===== src/design/rvkf_pkg.sv =====
package rvkf_pkg;

  // field widths of the stream beats
  localparam int OPCODE_W  = 2;
  localparam int TIME_W    = 32;
  localparam int SLOT_W    = 4;
  localparam int KEY_W     = 8;
  localparam int DELAY_W   = 16;
  localparam int POS_W     = 4;
  localparam int NUM_CH    = 4;

  // input tdata layout, lowest bit first
  localparam int NOW_LSB     = 0;
  localparam int SLOT_LSB    = NOW_LSB + TIME_W;
  localparam int KEY_LSB     = SLOT_LSB + SLOT_W;
  localparam int DELAY_LSB   = KEY_LSB + NUM_CH * KEY_W;
  localparam int IN_USED_W   = DELAY_LSB + DELAY_W;
  localparam int IN_TDATA_W  = ((IN_USED_W + 7) / 8) * 8;

  // output tdata layout
  localparam int OUT_POS_LSB = NUM_CH * KEY_W;
  localparam int OUT_USED_W  = OUT_POS_LSB + POS_W;
  localparam int OUT_TDATA_W = ((OUT_USED_W + 7) / 8) * 8;

  // register port
  localparam int PADDR_W   = 3;
  localparam int PDATA_W   = 32;
  localparam int REG_IDX_W = PADDR_W - 2;
  localparam int COUNT_W   = 5;

  localparam logic [REG_IDX_W-1:0] REG_KEYFRAME_COUNT = '0;
  localparam logic [COUNT_W-1:0]   COUNT_RESET        = COUNT_W'(1);

  // item kinds
  localparam logic [OPCODE_W-1:0] OP_LOAD  = 2'd0;
  localparam logic [OPCODE_W-1:0] OP_START = 2'd1;
  localparam logic [OPCODE_W-1:0] OP_TICK  = 2'd2;

  // microseconds to whole milliseconds
  localparam int US_PER_MS = 1000;
  localparam int MS_REM_W  = $clog2(US_PER_MS);
  localparam int TDIV_CNT_W = $clog2(TIME_W);

  typedef struct packed {
    logic mul_clr;
    logic mul_step;
    logic div_load;
    logic div_step;
  } lane_ctl_t;

endpackage


===== src/design/rvkf_div1000.sv =====
module rvkf_div1000 (
  input  logic                        clk,
  input  logic                        rst_n,
  input  logic                        start,
  input  logic [rvkf_pkg::TIME_W-1:0] dividend,
  output logic                        done,
  output logic [rvkf_pkg::TIME_W-1:0] quotient
);

  localparam int TW = rvkf_pkg::TIME_W;
  localparam int RW = rvkf_pkg::MS_REM_W;
  localparam int CW = rvkf_pkg::TDIV_CNT_W;

  logic          run_r;
  logic          done_r;
  logic [CW-1:0] cnt_r;
  logic [TW-1:0] q_r, q_nxt;
  logic [RW-1:0] rem_r, rem_nxt;
  logic [RW:0]   trial;
  logic          ge;

  // one quotient bit a cycle, restoring against the constant
  always_comb begin
    trial   = {rem_r, q_r[TW-1]};
    ge      = trial >= (RW+1)'(rvkf_pkg::US_PER_MS);
    rem_nxt = ge ? RW'(trial - (RW+1)'(rvkf_pkg::US_PER_MS)) : trial[RW-1:0];
    q_nxt   = {q_r[TW-2:0], ge};
  end

  always_ff @(posedge clk) begin
    if (!rst_n) begin
      run_r  <= 1'b0;
      done_r <= 1'b0;
      cnt_r  <= '0;
    end else begin
      done_r <= 1'b0;
      if (start) begin
        run_r <= 1'b1;
        cnt_r <= '0;
      end else if (run_r) begin
        cnt_r <= cnt_r + 1'b1;
        if (cnt_r == CW'(TW - 1)) begin
          run_r  <= 1'b0;
          done_r <= 1'b1;
        end
      end
    end
  end

  always_ff @(posedge clk) begin
    if (start) begin
      q_r   <= dividend;
      rem_r <= '0;
    end else if (run_r) begin
      q_r   <= q_nxt;
      rem_r <= rem_nxt;
    end
  end

  assign done     = done_r;
  assign quotient = q_r;

endmodule


===== src/design/rvkf_lane.sv =====
module rvkf_lane #(
  parameter int LEVEL_BITS = 8
) (
  input  logic                         clk,
  input  rvkf_pkg::lane_ctl_t          ctl,
  input  logic                         a_bit,
  input  logic                         b_bit,
  input  logic [LEVEL_BITS-1:0]        cur_lvl,
  input  logic [LEVEL_BITS-1:0]        nxt_lvl,
  input  logic [rvkf_pkg::DELAY_W-1:0] delay,
  output logic [LEVEL_BITS-1:0]        level
);

  localparam int DW = rvkf_pkg::DELAY_W;

  logic [LEVEL_BITS:0]      hi_r, hi_nxt;
  logic [DW-1:0]            lo_r, lo_nxt;
  logic [LEVEL_BITS+1:0]    psum;
  logic [LEVEL_BITS+DW:0]   prod;
  logic [DW-1:0]            rem_r, rem_nxt;
  logic [DW:0]              trial;
  logic                     ge;
  logic [LEVEL_BITS-1:0]    q_r, q_nxt;

  always_comb begin
    // shift-add, both weights serial lsb first, sum enters at the top
    psum   = (LEVEL_BITS+2)'(hi_r)
           + (a_bit ? (LEVEL_BITS+2)'(cur_lvl) : '0)
           + (b_bit ? (LEVEL_BITS+2)'(nxt_lvl) : '0);
    hi_nxt = psum[LEVEL_BITS+1:1];
    lo_nxt = {psum[0], lo_r[DW-1:1]};
    prod   = {hi_r, lo_r};
    // restoring divide, the weighted mean always fits the level width
    trial   = {rem_r, q_r[LEVEL_BITS-1]};
    ge      = trial >= {1'b0, delay};
    rem_nxt = ge ? DW'(trial - {1'b0, delay}) : trial[DW-1:0];
    q_nxt   = LEVEL_BITS'({q_r, ge});
  end

  always_ff @(posedge clk) begin
    if (ctl.mul_clr) begin
      hi_r <= '0;
      lo_r <= '0;
    end else if (ctl.mul_step) begin
      hi_r <= hi_nxt;
      lo_r <= lo_nxt;
    end
    if (ctl.div_load) begin
      rem_r <= prod[LEVEL_BITS +: DW];
      q_r   <= prod[LEVEL_BITS-1:0];
    end else if (ctl.div_step) begin
      rem_r <= rem_nxt;
      q_r   <= q_nxt;
    end
  end

  assign level = q_r;

endmodule


===== src/design/rgb_vibro_keyframe_fader.sv =====
// keyframe fader: one result beat per input beat, one item in flight at a time
// load, start, unused kind, tick with nothing to play: decoded, then the result beat registered
// tick that advances a keyframe: 32-step ms divider, compare, next keyframe read, result beat
// fading tick: ms divider, 16-step multiply and LEVEL_BITS-step divide per channel, then the
//   faded levels; next input beat taken once the result is registered
// rst_n synchronous, active low: levels, position, time stamp zero, count one, not running
module rgb_vibro_keyframe_fader #(
  parameter int MAX_KEYFRAMES = 16,
  parameter int LEVEL_BITS    = 8
) (
  input  logic                               clk,
  input  logic                               rst_n,
  // input beats
  input  logic                               in_tvalid,
  output logic                               in_tready,
  // now_us, slot, key_red, key_green, key_blue, key_vibration, key_delay_ms
  input  logic [rvkf_pkg::IN_TDATA_W-1:0]    in_tdata,
  // opcode
  input  logic [rvkf_pkg::OPCODE_W-1:0]      in_tuser,
  // result beats
  output logic                               out_tvalid,
  input  logic                               out_tready,
  // red, green, blue, vibration, position
  output logic [rvkf_pkg::OUT_TDATA_W-1:0]   out_tdata,
  // register port
  input  logic                               psel,
  input  logic                               penable,
  input  logic                               pwrite,
  input  logic [rvkf_pkg::PADDR_W-1:0]       paddr,
  input  logic [rvkf_pkg::PDATA_W-1:0]       pwdata,
  output logic [rvkf_pkg::PDATA_W-1:0]       prdata,
  output logic                               pready
);

  localparam int IDXW    = $clog2(MAX_KEYFRAMES);
  localparam int LW      = (IDXW + 1 > rvkf_pkg::COUNT_W) ? IDXW + 1 : rvkf_pkg::COUNT_W;
  localparam int DW      = rvkf_pkg::DELAY_W;
  localparam int TW      = rvkf_pkg::TIME_W;
  localparam int NCH     = rvkf_pkg::NUM_CH;
  localparam int KW      = rvkf_pkg::KEY_W;
  localparam int ENTRY_W = NCH * LEVEL_BITS + DW;
  localparam int MUL_CW  = $clog2(DW);

  typedef enum logic [3:0] {
    ST_IDLE,  // waiting for an input beat
    ST_EXEC,  // decode the item, write the table, start the ms divider
    ST_DT,    // elapsed time divided down to whole ms
    ST_CMP,   // compare with the current delay, fetch the following keyframe
    ST_NXT,   // following keyframe is out of the table
    ST_MUL,   // weights shifted through the lane multipliers
    ST_DLD,   // products into the lane dividers
    ST_DIV,   // quotient bits, msb first
    ST_LVL,   // faded levels taken
    ST_FIN    // result beat into the output register
  } state_t;

  state_t state_r;

  // item latched at the input beat
  logic [rvkf_pkg::OPCODE_W-1:0] op_r;
  logic [TW-1:0]                 now_r;
  logic [rvkf_pkg::SLOT_W-1:0]   slot_r;
  logic [ENTRY_W-1:0]            wr_entry_r;

  // playback state
  logic                          running_r;
  logic [IDXW-1:0]               frame_r;
  logic [TW-1:0]                 seg_start_r;
  logic [LEVEL_BITS-1:0]         level_r [NCH];
  logic [rvkf_pkg::COUNT_W-1:0]  count_r;

  // working registers of a tick
  logic [ENTRY_W-1:0]            rd_data_r;
  logic [LEVEL_BITS-1:0]         cur_lvl_r [NCH];
  logic [LEVEL_BITS-1:0]         nxt_lvl_r [NCH];
  logic [DW-1:0]                 cur_delay_r;
  logic [DW-1:0]                 dt_r;
  logic                          adv_r;
  logic [DW-1:0]                 a_sh_r;
  logic [DW-1:0]                 b_sh_r;
  logic [MUL_CW-1:0]             cnt_r;

  // output register
  logic                          out_tvalid_r;
  logic [rvkf_pkg::OUT_TDATA_W-1:0] out_tdata_r;

  // keyframe table
  logic [ENTRY_W-1:0]            mem [MAX_KEYFRAMES];

  logic                          in_beat;
  logic                          cfg_we;
  logic                          reg_hit;
  logic [LW-1:0]                 cnt_ext;
  logic [LW-1:0]                 cnt_eff;
  logic [LW-1:0]                 last_idx;
  logic                          at_last;
  logic                          slot_ok;
  logic                          mem_we;
  logic [IDXW-1:0]               frame_inc;
  logic [IDXW-1:0]               rd_addr;
  logic                          div_start;
  logic                          div_done;
  logic [TW-1:0]                 dt_q;
  logic [DW-1:0]                 rd_delay;
  logic                          adv;
  logic [ENTRY_W-1:0]            in_entry;
  logic [LEVEL_BITS-1:0]         lane_q [NCH];
  rvkf_pkg::lane_ctl_t           lane_ctl;
  logic [rvkf_pkg::OUT_TDATA_W-1:0] out_pack;

  assign in_beat   = in_tvalid && in_tready;
  assign in_tready = (state_r == ST_IDLE);

  // ---------------------------------------------------------------------------
  // register port, one register: keyframe count
  // ---------------------------------------------------------------------------
  assign pready  = 1'b1;
  assign reg_hit = (paddr[rvkf_pkg::PADDR_W-1:2] == rvkf_pkg::REG_KEYFRAME_COUNT);
  assign cfg_we  = psel && penable && pwrite && pready && reg_hit;
  assign prdata  = reg_hit ? rvkf_pkg::PDATA_W'(count_r) : '0;

  always_ff @(posedge clk) begin
    if (!rst_n) begin
      count_r <= rvkf_pkg::COUNT_RESET;
    end else if (cfg_we) begin
      count_r <= pwdata[rvkf_pkg::COUNT_W-1:0];
    end
  end

  // ---------------------------------------------------------------------------
  // active length: zero counts as one, anything past the table as the table
  // ---------------------------------------------------------------------------
  always_comb begin
    cnt_ext = LW'(count_r);
    if (count_r == '0) begin
      cnt_eff = LW'(1);
    end else if (cnt_ext > LW'(MAX_KEYFRAMES)) begin
      cnt_eff = LW'(MAX_KEYFRAMES);
    end else begin
      cnt_eff = cnt_ext;
    end
    last_idx  = cnt_eff - LW'(1);
    // also true when the count was lowered under a running scheme
    at_last   = LW'(frame_r) >= last_idx;
    frame_inc = frame_r + 1'b1;
    slot_ok   = LW'(slot_r) < LW'(MAX_KEYFRAMES);
  end

  // load beat packed as a table entry, levels trimmed to the level width
  always_comb begin
    in_entry = '0;
    for (int k = 0; k < NCH; k++) begin
      in_entry[k*LEVEL_BITS +: LEVEL_BITS] =
        LEVEL_BITS'(in_tdata[rvkf_pkg::KEY_LSB + k*KW +: KW]);
    end
    in_entry[NCH*LEVEL_BITS +: DW] = in_tdata[rvkf_pkg::DELAY_LSB +: DW];
  end

  // ---------------------------------------------------------------------------
  // keyframe table, one write port and one registered read port
  // the read address follows the current frame, and the one after it in the
  // compare cycle, so the registered read data is ready in the cycle after
  // ---------------------------------------------------------------------------
  assign mem_we  = (state_r == ST_EXEC) && (op_r == rvkf_pkg::OP_LOAD) && slot_ok;
  assign rd_addr = (state_r == ST_CMP) ? frame_inc : frame_r;

  always_ff @(posedge clk) begin
    if (mem_we) begin
      mem[IDXW'(slot_r)] <= wr_entry_r;
    end
    rd_data_r <= mem[rd_addr];
  end

  // ---------------------------------------------------------------------------
  // elapsed time in whole ms, serial divide of the wrapped difference
  // ---------------------------------------------------------------------------
  assign div_start = (state_r == ST_EXEC) && (op_r == rvkf_pkg::OP_TICK) &&
                     running_r && !at_last;

  rvkf_div1000 u_div1000 (
    .clk      (clk),
    .rst_n    (rst_n),
    .start    (div_start),
    .dividend (now_r - seg_start_r),
    .done     (div_done),
    .quotient (dt_q)
  );

  // delay reached: step to the next keyframe and show its levels as they are
  assign rd_delay = rd_data_r[NCH*LEVEL_BITS +: DW];
  assign adv      = (|dt_q[TW-1:DW]) || (dt_q[DW-1:0] >= rd_delay);

  // ---------------------------------------------------------------------------
  // channel lanes: cur*(delay-dt) + next*dt, then divided by delay
  // ---------------------------------------------------------------------------
  always_comb begin
    lane_ctl.mul_clr  = (state_r == ST_NXT);
    lane_ctl.mul_step = (state_r == ST_MUL);
    lane_ctl.div_load = (state_r == ST_DLD);
    lane_ctl.div_step = (state_r == ST_DIV);
  end

  for (genvar k = 0; k < NCH; k++) begin : g_lane
    rvkf_lane #(
      .LEVEL_BITS (LEVEL_BITS)
    ) u_lane (
      .clk     (clk),
      .ctl     (lane_ctl),
      .a_bit   (a_sh_r[0]),
      .b_bit   (b_sh_r[0]),
      .cur_lvl (cur_lvl_r[k]),
      .nxt_lvl (nxt_lvl_r[k]),
      .delay   (cur_delay_r),
      .level   (lane_q[k])
    );
  end

  // result beat: four levels in their low 8 bits, position in 4 bits
  always_comb begin
    out_pack = '0;
    for (int k = 0; k < NCH; k++) begin
      out_pack[k*KW +: KW] = KW'(level_r[k]);
    end
    out_pack[rvkf_pkg::OUT_POS_LSB +: rvkf_pkg::POS_W] = rvkf_pkg::POS_W'(frame_r);
  end

  // ---------------------------------------------------------------------------
  // sequencer
  // ---------------------------------------------------------------------------
  always_ff @(posedge clk) begin
    if (!rst_n) begin
      state_r      <= ST_IDLE;
      running_r    <= 1'b0;
      frame_r      <= '0;
      seg_start_r  <= '0;
      out_tvalid_r <= 1'b0;
      cnt_r        <= '0;
      for (int k = 0; k < NCH; k++) begin
        level_r[k] <= '0;
      end
    end else begin
      // output register drains independently of the work in progress,
      // the final state refills it itself
      if (out_tvalid_r && out_tready && (state_r != ST_FIN)) begin
        out_tvalid_r <= 1'b0;
      end

      unique case (state_r)
        ST_IDLE: begin
          if (in_beat) begin
            op_r       <= in_tuser;
            now_r      <= in_tdata[rvkf_pkg::NOW_LSB +: TW];
            slot_r     <= in_tdata[rvkf_pkg::SLOT_LSB +: rvkf_pkg::SLOT_W];
            wr_entry_r <= in_entry;
            state_r    <= ST_EXEC;
          end
        end

        ST_EXEC: begin
          case (op_r)
            rvkf_pkg::OP_START: begin
              // rewinds, restamps and runs, the levels stay as they are
              running_r   <= 1'b1;
              frame_r     <= '0;
              seg_start_r <= now_r;
              state_r     <= ST_FIN;
            end
            rvkf_pkg::OP_TICK: begin
              state_r <= div_start ? ST_DT : ST_FIN;
            end
            default: begin
              // load is written by the table port, unused kind does nothing
              state_r <= ST_FIN;
            end
          endcase
        end

        ST_DT: begin
          if (div_done) begin
            state_r <= ST_CMP;
          end
        end

        ST_CMP: begin
          for (int k = 0; k < NCH; k++) begin
            cur_lvl_r[k] <= rd_data_r[k*LEVEL_BITS +: LEVEL_BITS];
          end
          cur_delay_r <= rd_delay;
          dt_r        <= dt_q[DW-1:0];
          adv_r       <= adv;
          if (adv) begin
            frame_r     <= frame_inc;
            seg_start_r <= now_r;
          end
          state_r <= ST_NXT;
        end

        ST_NXT: begin
          if (adv_r) begin
            for (int k = 0; k < NCH; k++) begin
              level_r[k] <= rd_data_r[k*LEVEL_BITS +: LEVEL_BITS];
            end
            state_r <= ST_FIN;
          end else begin
            for (int k = 0; k < NCH; k++) begin
              nxt_lvl_r[k] <= rd_data_r[k*LEVEL_BITS +: LEVEL_BITS];
            end
            // dt below delay here, so delay is non-zero
            a_sh_r  <= cur_delay_r - dt_r;
            b_sh_r  <= dt_r;
            cnt_r   <= '0;
            state_r <= ST_MUL;
          end
        end

        ST_MUL: begin
          a_sh_r <= a_sh_r >> 1;
          b_sh_r <= b_sh_r >> 1;
          cnt_r  <= cnt_r + 1'b1;
          if (cnt_r == MUL_CW'(DW - 1)) begin
            state_r <= ST_DLD;
          end
        end

        ST_DLD: begin
          cnt_r   <= '0;
          state_r <= ST_DIV;
        end

        ST_DIV: begin
          cnt_r <= cnt_r + 1'b1;
          if (cnt_r == MUL_CW'(LEVEL_BITS - 1)) begin
            state_r <= ST_LVL;
          end
        end

        ST_LVL: begin
          for (int k = 0; k < NCH; k++) begin
            level_r[k] <= lane_q[k];
          end
          state_r <= ST_FIN;
        end

        ST_FIN: begin
          // wait only while an earlier beat still sits unaccepted
          if (!out_tvalid_r || out_tready) begin
            out_tvalid_r <= 1'b1;
            out_tdata_r  <= out_pack;
            state_r      <= ST_IDLE;
          end
        end

        default: begin
          state_r <= ST_IDLE;
        end
      endcase
    end
  end

  assign out_tvalid = out_tvalid_r;
  assign out_tdata  = out_tdata_r;

endmodule


===== config.mk =====
export PLATFORM = sky130hd
export DESIGN_NAME = rgb_vibro_keyframe_fader
export DESIGN_NICKNAME = d
export VERILOG_FILES = /design/src/design/rvkf_pkg.sv /design/src/design/rvkf_div1000.sv /design/src/design/rvkf_lane.sv /design/src/design/rgb_vibro_keyframe_fader.sv
export SDC_FILE = /design/constraint.sdc
export NUM_CORES = 2
export LEC_CHECK = 0
export BUFFER_PORTS_ARGS = -buffer_cell sky130_fd_sc_hd__clkbuf_2
export CORE_ASPECT_RATIO = 1.25
export CORE_MARGIN = 5
export CORE_UTILIZATION = 45
export DETAILED_ROUTE_END_ITERATION = 6
export SYNTH_ARGS = -nofsm -noshare
export SYNTH_HDL_FRONTEND = slang
export SYNTH_SLANG_ARGS = --single-unit

===== constraint.sdc =====
create_clock -name clk -period 7.6 [get_ports clk]
set_input_delay 0 -clock clk [delete_from_list [all_inputs] [get_ports clk]]
set_output_delay 0 -clock clk [all_outputs]
set_load 0.01 [all_outputs]

==> results.yml <==
pwr:
  ir_worst_vdd_uv: 167.7
  powerDensity_nw_per_um2: 231.4
  p_leak_nw: 25.33
floorplanning:
  core_area_um2: 131600
  fp.dieW_um: 334.9
  die_h_um: 416.1
  start_util: 0.4511
  die_area_um2: 139300
  row_count: 149
  io_pins: 207
clock_network:
  clk_path_buf_depth: 3
  clk_pin_slew_ps: 60
  numCtsBuffers: 141
  clkSinkCount: 1395
  htreeDepth: 4
  cts_hold_buf: 189
  cts_tree: "done"
  post_cts_resized: 0
  clockRootBuffer: "clkbuf_16"
  post-cts-setup-buffer-count: 0
  insertion_delay_ps: 760
placement:
  dp_hpwl_mm: 77.60
  dpl_cell_area_um2: 62180
  io_buffers: 141
  gp_congestion: 0.8085
  placed_cells: 5673
synthesis:
  synth_area_um2: 59370
  netlist.area_leader.share: 0.5964
  yosysTopAreaCell: "edfxtp_1"
  synth_ff_type: "edfxtp_1"
  ys_ff_latch: 1395
  synth.avg_cell_area_um2: 15.20
  synthTopCellsByArea: "edfxtp_1 60%, mux4_2 9.1%, dfxtp_1 7.3%, ha_1 3.6%, nand2_1 2.8%"
  seq_area_frac_synth: 0.6692
  syn_inst: 3906
  async_flop_share: 0
  yosys_warnings: 0
  yosysUniqueCellTypes: 79
  synth_edf_count: 1179
setup_path:
  reg2reg_from: "state_r[0]"
  worstPathArrival_ps: 5280
  crit_type: "reg2reg"
  critical_path.startpoint: "state_r[0]"
  required_ps: 8220
  slowest_stage: "buf_12"
  crit_path_max_fanout: 156
  reg2regPathDepth: 7
  path_cells: "inv_2, nor4b_4, mux2i_4, buf_12, buf_4, mux4_2, mux4_2"
  crit_top_cell: "mux4_2"
  slowest_delay_ps: 760
  cp-start-kind: "flop"
  r2r_slack_ps: 2940
  reg2reg_to: "rd_data_r[20]"
  end_kind: "flop"
layout:
  mostFrequentLayoutCells: "1179 x edfxtp_1, 442 x nand2_1, 239 x mux4_2"
  fin_util: 0.5223
  final_common_cell: "edfxtp_1"
  num-nets-final: 4612
  drive_gt1_frac: 0.1589
  seqCellArea_um2: 39730
  stdcell_count: 6117
  syn_to_final_growth_pct: 15.79
  fin_area_um2: 68740
  num_antenna_cells: 0
  multi_input_area_um2: 18330
  fillers: 10900
global_routing:
  grt-ovfl-total: 0
  grt_max_degree: 157
  grt_pass1_vias: 33300
  grt.total_usage: 0.1908
  antenna_found_initial: 5
  grt_pass1_wl_mm: 202.7
sta:
  fmax_ghz: 0.2146
  slew_violations: 0
  fin_crit_sh: 0.6131
  relSlewSlack: 0.2088
  worst_pin_slew_ps: 1177
  finClkSkew_ps: 18.53
  setup_tns_ps: 0
  setup_violations: 0
  hold_viol_final: 0
  rsz0062_at_grt: "no"
  fin_crit_ps: 4660
route:
  viasPerCell: 5.361
  ant_nets: 0
  firstDrtPassIters: 5
  drt-total-wl_mm: 132.6
  initialDrtViolationCount: 2423
  wire_per_inst_um: 21.68
  route.vias.total: 32790
  drcViolationCount: 0
hold_path:
  holdPathEnd: "wr_entry_r[0]"
  holdPathStages: 2
  hp-start: "in_tdata[36]"
  hold_path.class: "in2reg"
flow_run:
  cap_violations: 0
run_status:
  status: "complete, no violations"
-- cell families after synthesis --
logic type      count (synthesis)  share of synthesized area
compound gates                543                    0.05804
flops                        1395                     0.6692
xor+xnor                      126                    0.01859
fa+ha+maj                     211                    0.04978
buf+inv                       405                    0.02900
mux                           342                     0.1086
other cells                     2                  0.0001265
simple gates                  882                    0.06668
-- worst max path at each step --
stage / end / slack [ps] / cells past startpoint
global placement: rd_data_r[12] / 2960 / 7
floorplan: mem[0][0] / 2260 / 6
global route: rd_data_r[20] / 2720 / 7
finish: rd_data_r[20] / 2940 / 7
CTS: rd_data_r[20] / 2920 / 7
detailed placement: rd_data_r[20] / 2900 / 7
-- report_power, final --
part | internal (mW) | switching (mW)
Sequential | 8.35 | 0.0922
Combinational | 0.222 | 0.261
Clock | 4.12 | 2.87
Total | 12.7 | 3.22
-- critical path, delay by kind of cell (launching register included) --
family	cells	cell delay (ps)
buf+inv	3	1710
simple gates	1	740
mux	3	1370
flops	1	580
-- layer usage --
metal / share of wire / track usage
met1: 0.43 / 0.2561
met2: 0.51 / 0.3315
met3: 0.045 / 0.02787
met4: 0.019 / 0.04397
met5: 0 / 0
-- layout make-up --
cell class / count / share of cell area
Clock inverter: 65 / 0.009956
Multi-Input combinational cell: 2136 / 0.2667
Tap cell: 1736 / 0.03160
Inverter: 212 / 0.01158
Clock buffer: 190 / 0.05790
Timing Repair Buffer: 383 / 0.04430
Sequential cell: 1395 / 0.5780
-- flip-flops by register name, summed over array words and instances (netlist names), 36 cells and up --
| register | count |
|---|---|
| mem | 768 |
| g_lane.u_lane.lo_r | 64 |
| g_lane.u_lane.rem_r | 64 |
| rd_data_r | 48 |
| wr_entry_r | 48 |
| g_lane.u_lane.hi_r | 36 |
| out_tdata | 36 |
-- synth_stat cells, types with 5 or more instances --
| cell type | instances |
|---|---|
| nor4_1 | 7 |
| buf_1 | 15 |
| mux2_2 | 9 |
| and2_1 | 16 |
| xnor2_1 | 74 |
| buf_2 | 26 |
| fa_1 | 42 |
| a21boi_1 | 5 |
| a22o_1 | 32 |
| nand3_1 | 99 |
| mux2i_1 | 92 |
| o31ai_1 | 22 |
| nor2b_1 | 67 |
| o21ai_1 | 68 |
| o21a_1 | 27 |
| nand2_1 | 442 |
| a211oi_1 | 19 |
| xor2_1 | 52 |
| a21oi_1 | 134 |
| edfxtp_1 | 1179 |
| buf_6 | 6 |
| a21o_1 | 54 |
| dfxtp_1 | 216 |
| inv_1 | 211 |
| buf_4 | 33 |
| nor3_1 | 27 |
| o21bai_1 | 16 |
| nor2_1 | 138 |
| ha_1 | 169 |
| or3_1 | 9 |
| o21ai_0 | 95 |
| mux4_2 | 239 |
| nand2b_1 | 32 |
| a31oi_1 | 18 |
| clkbuf_1 | 113 |
| nand4_1 | 12 |
| and3_1 | 13 |
-- per-stage QoR --
step / total power [mW] / setup slack [ps] / hold WS (ps)
6_report: 15.90 / 2940 / 59.84
5_1_grt: 16.46 / 2719 / 52.17
4_1_cts: 16.07 / 2920 / 36.48
3_5_place_dp: 9.015 / 2904 / 178.7
3_3_place_gp: 9.005 / 2955 / 176.4
2_1_floorplan: 8.862 / 2261 / 46.41
Power figures use the tool's default switching activity.
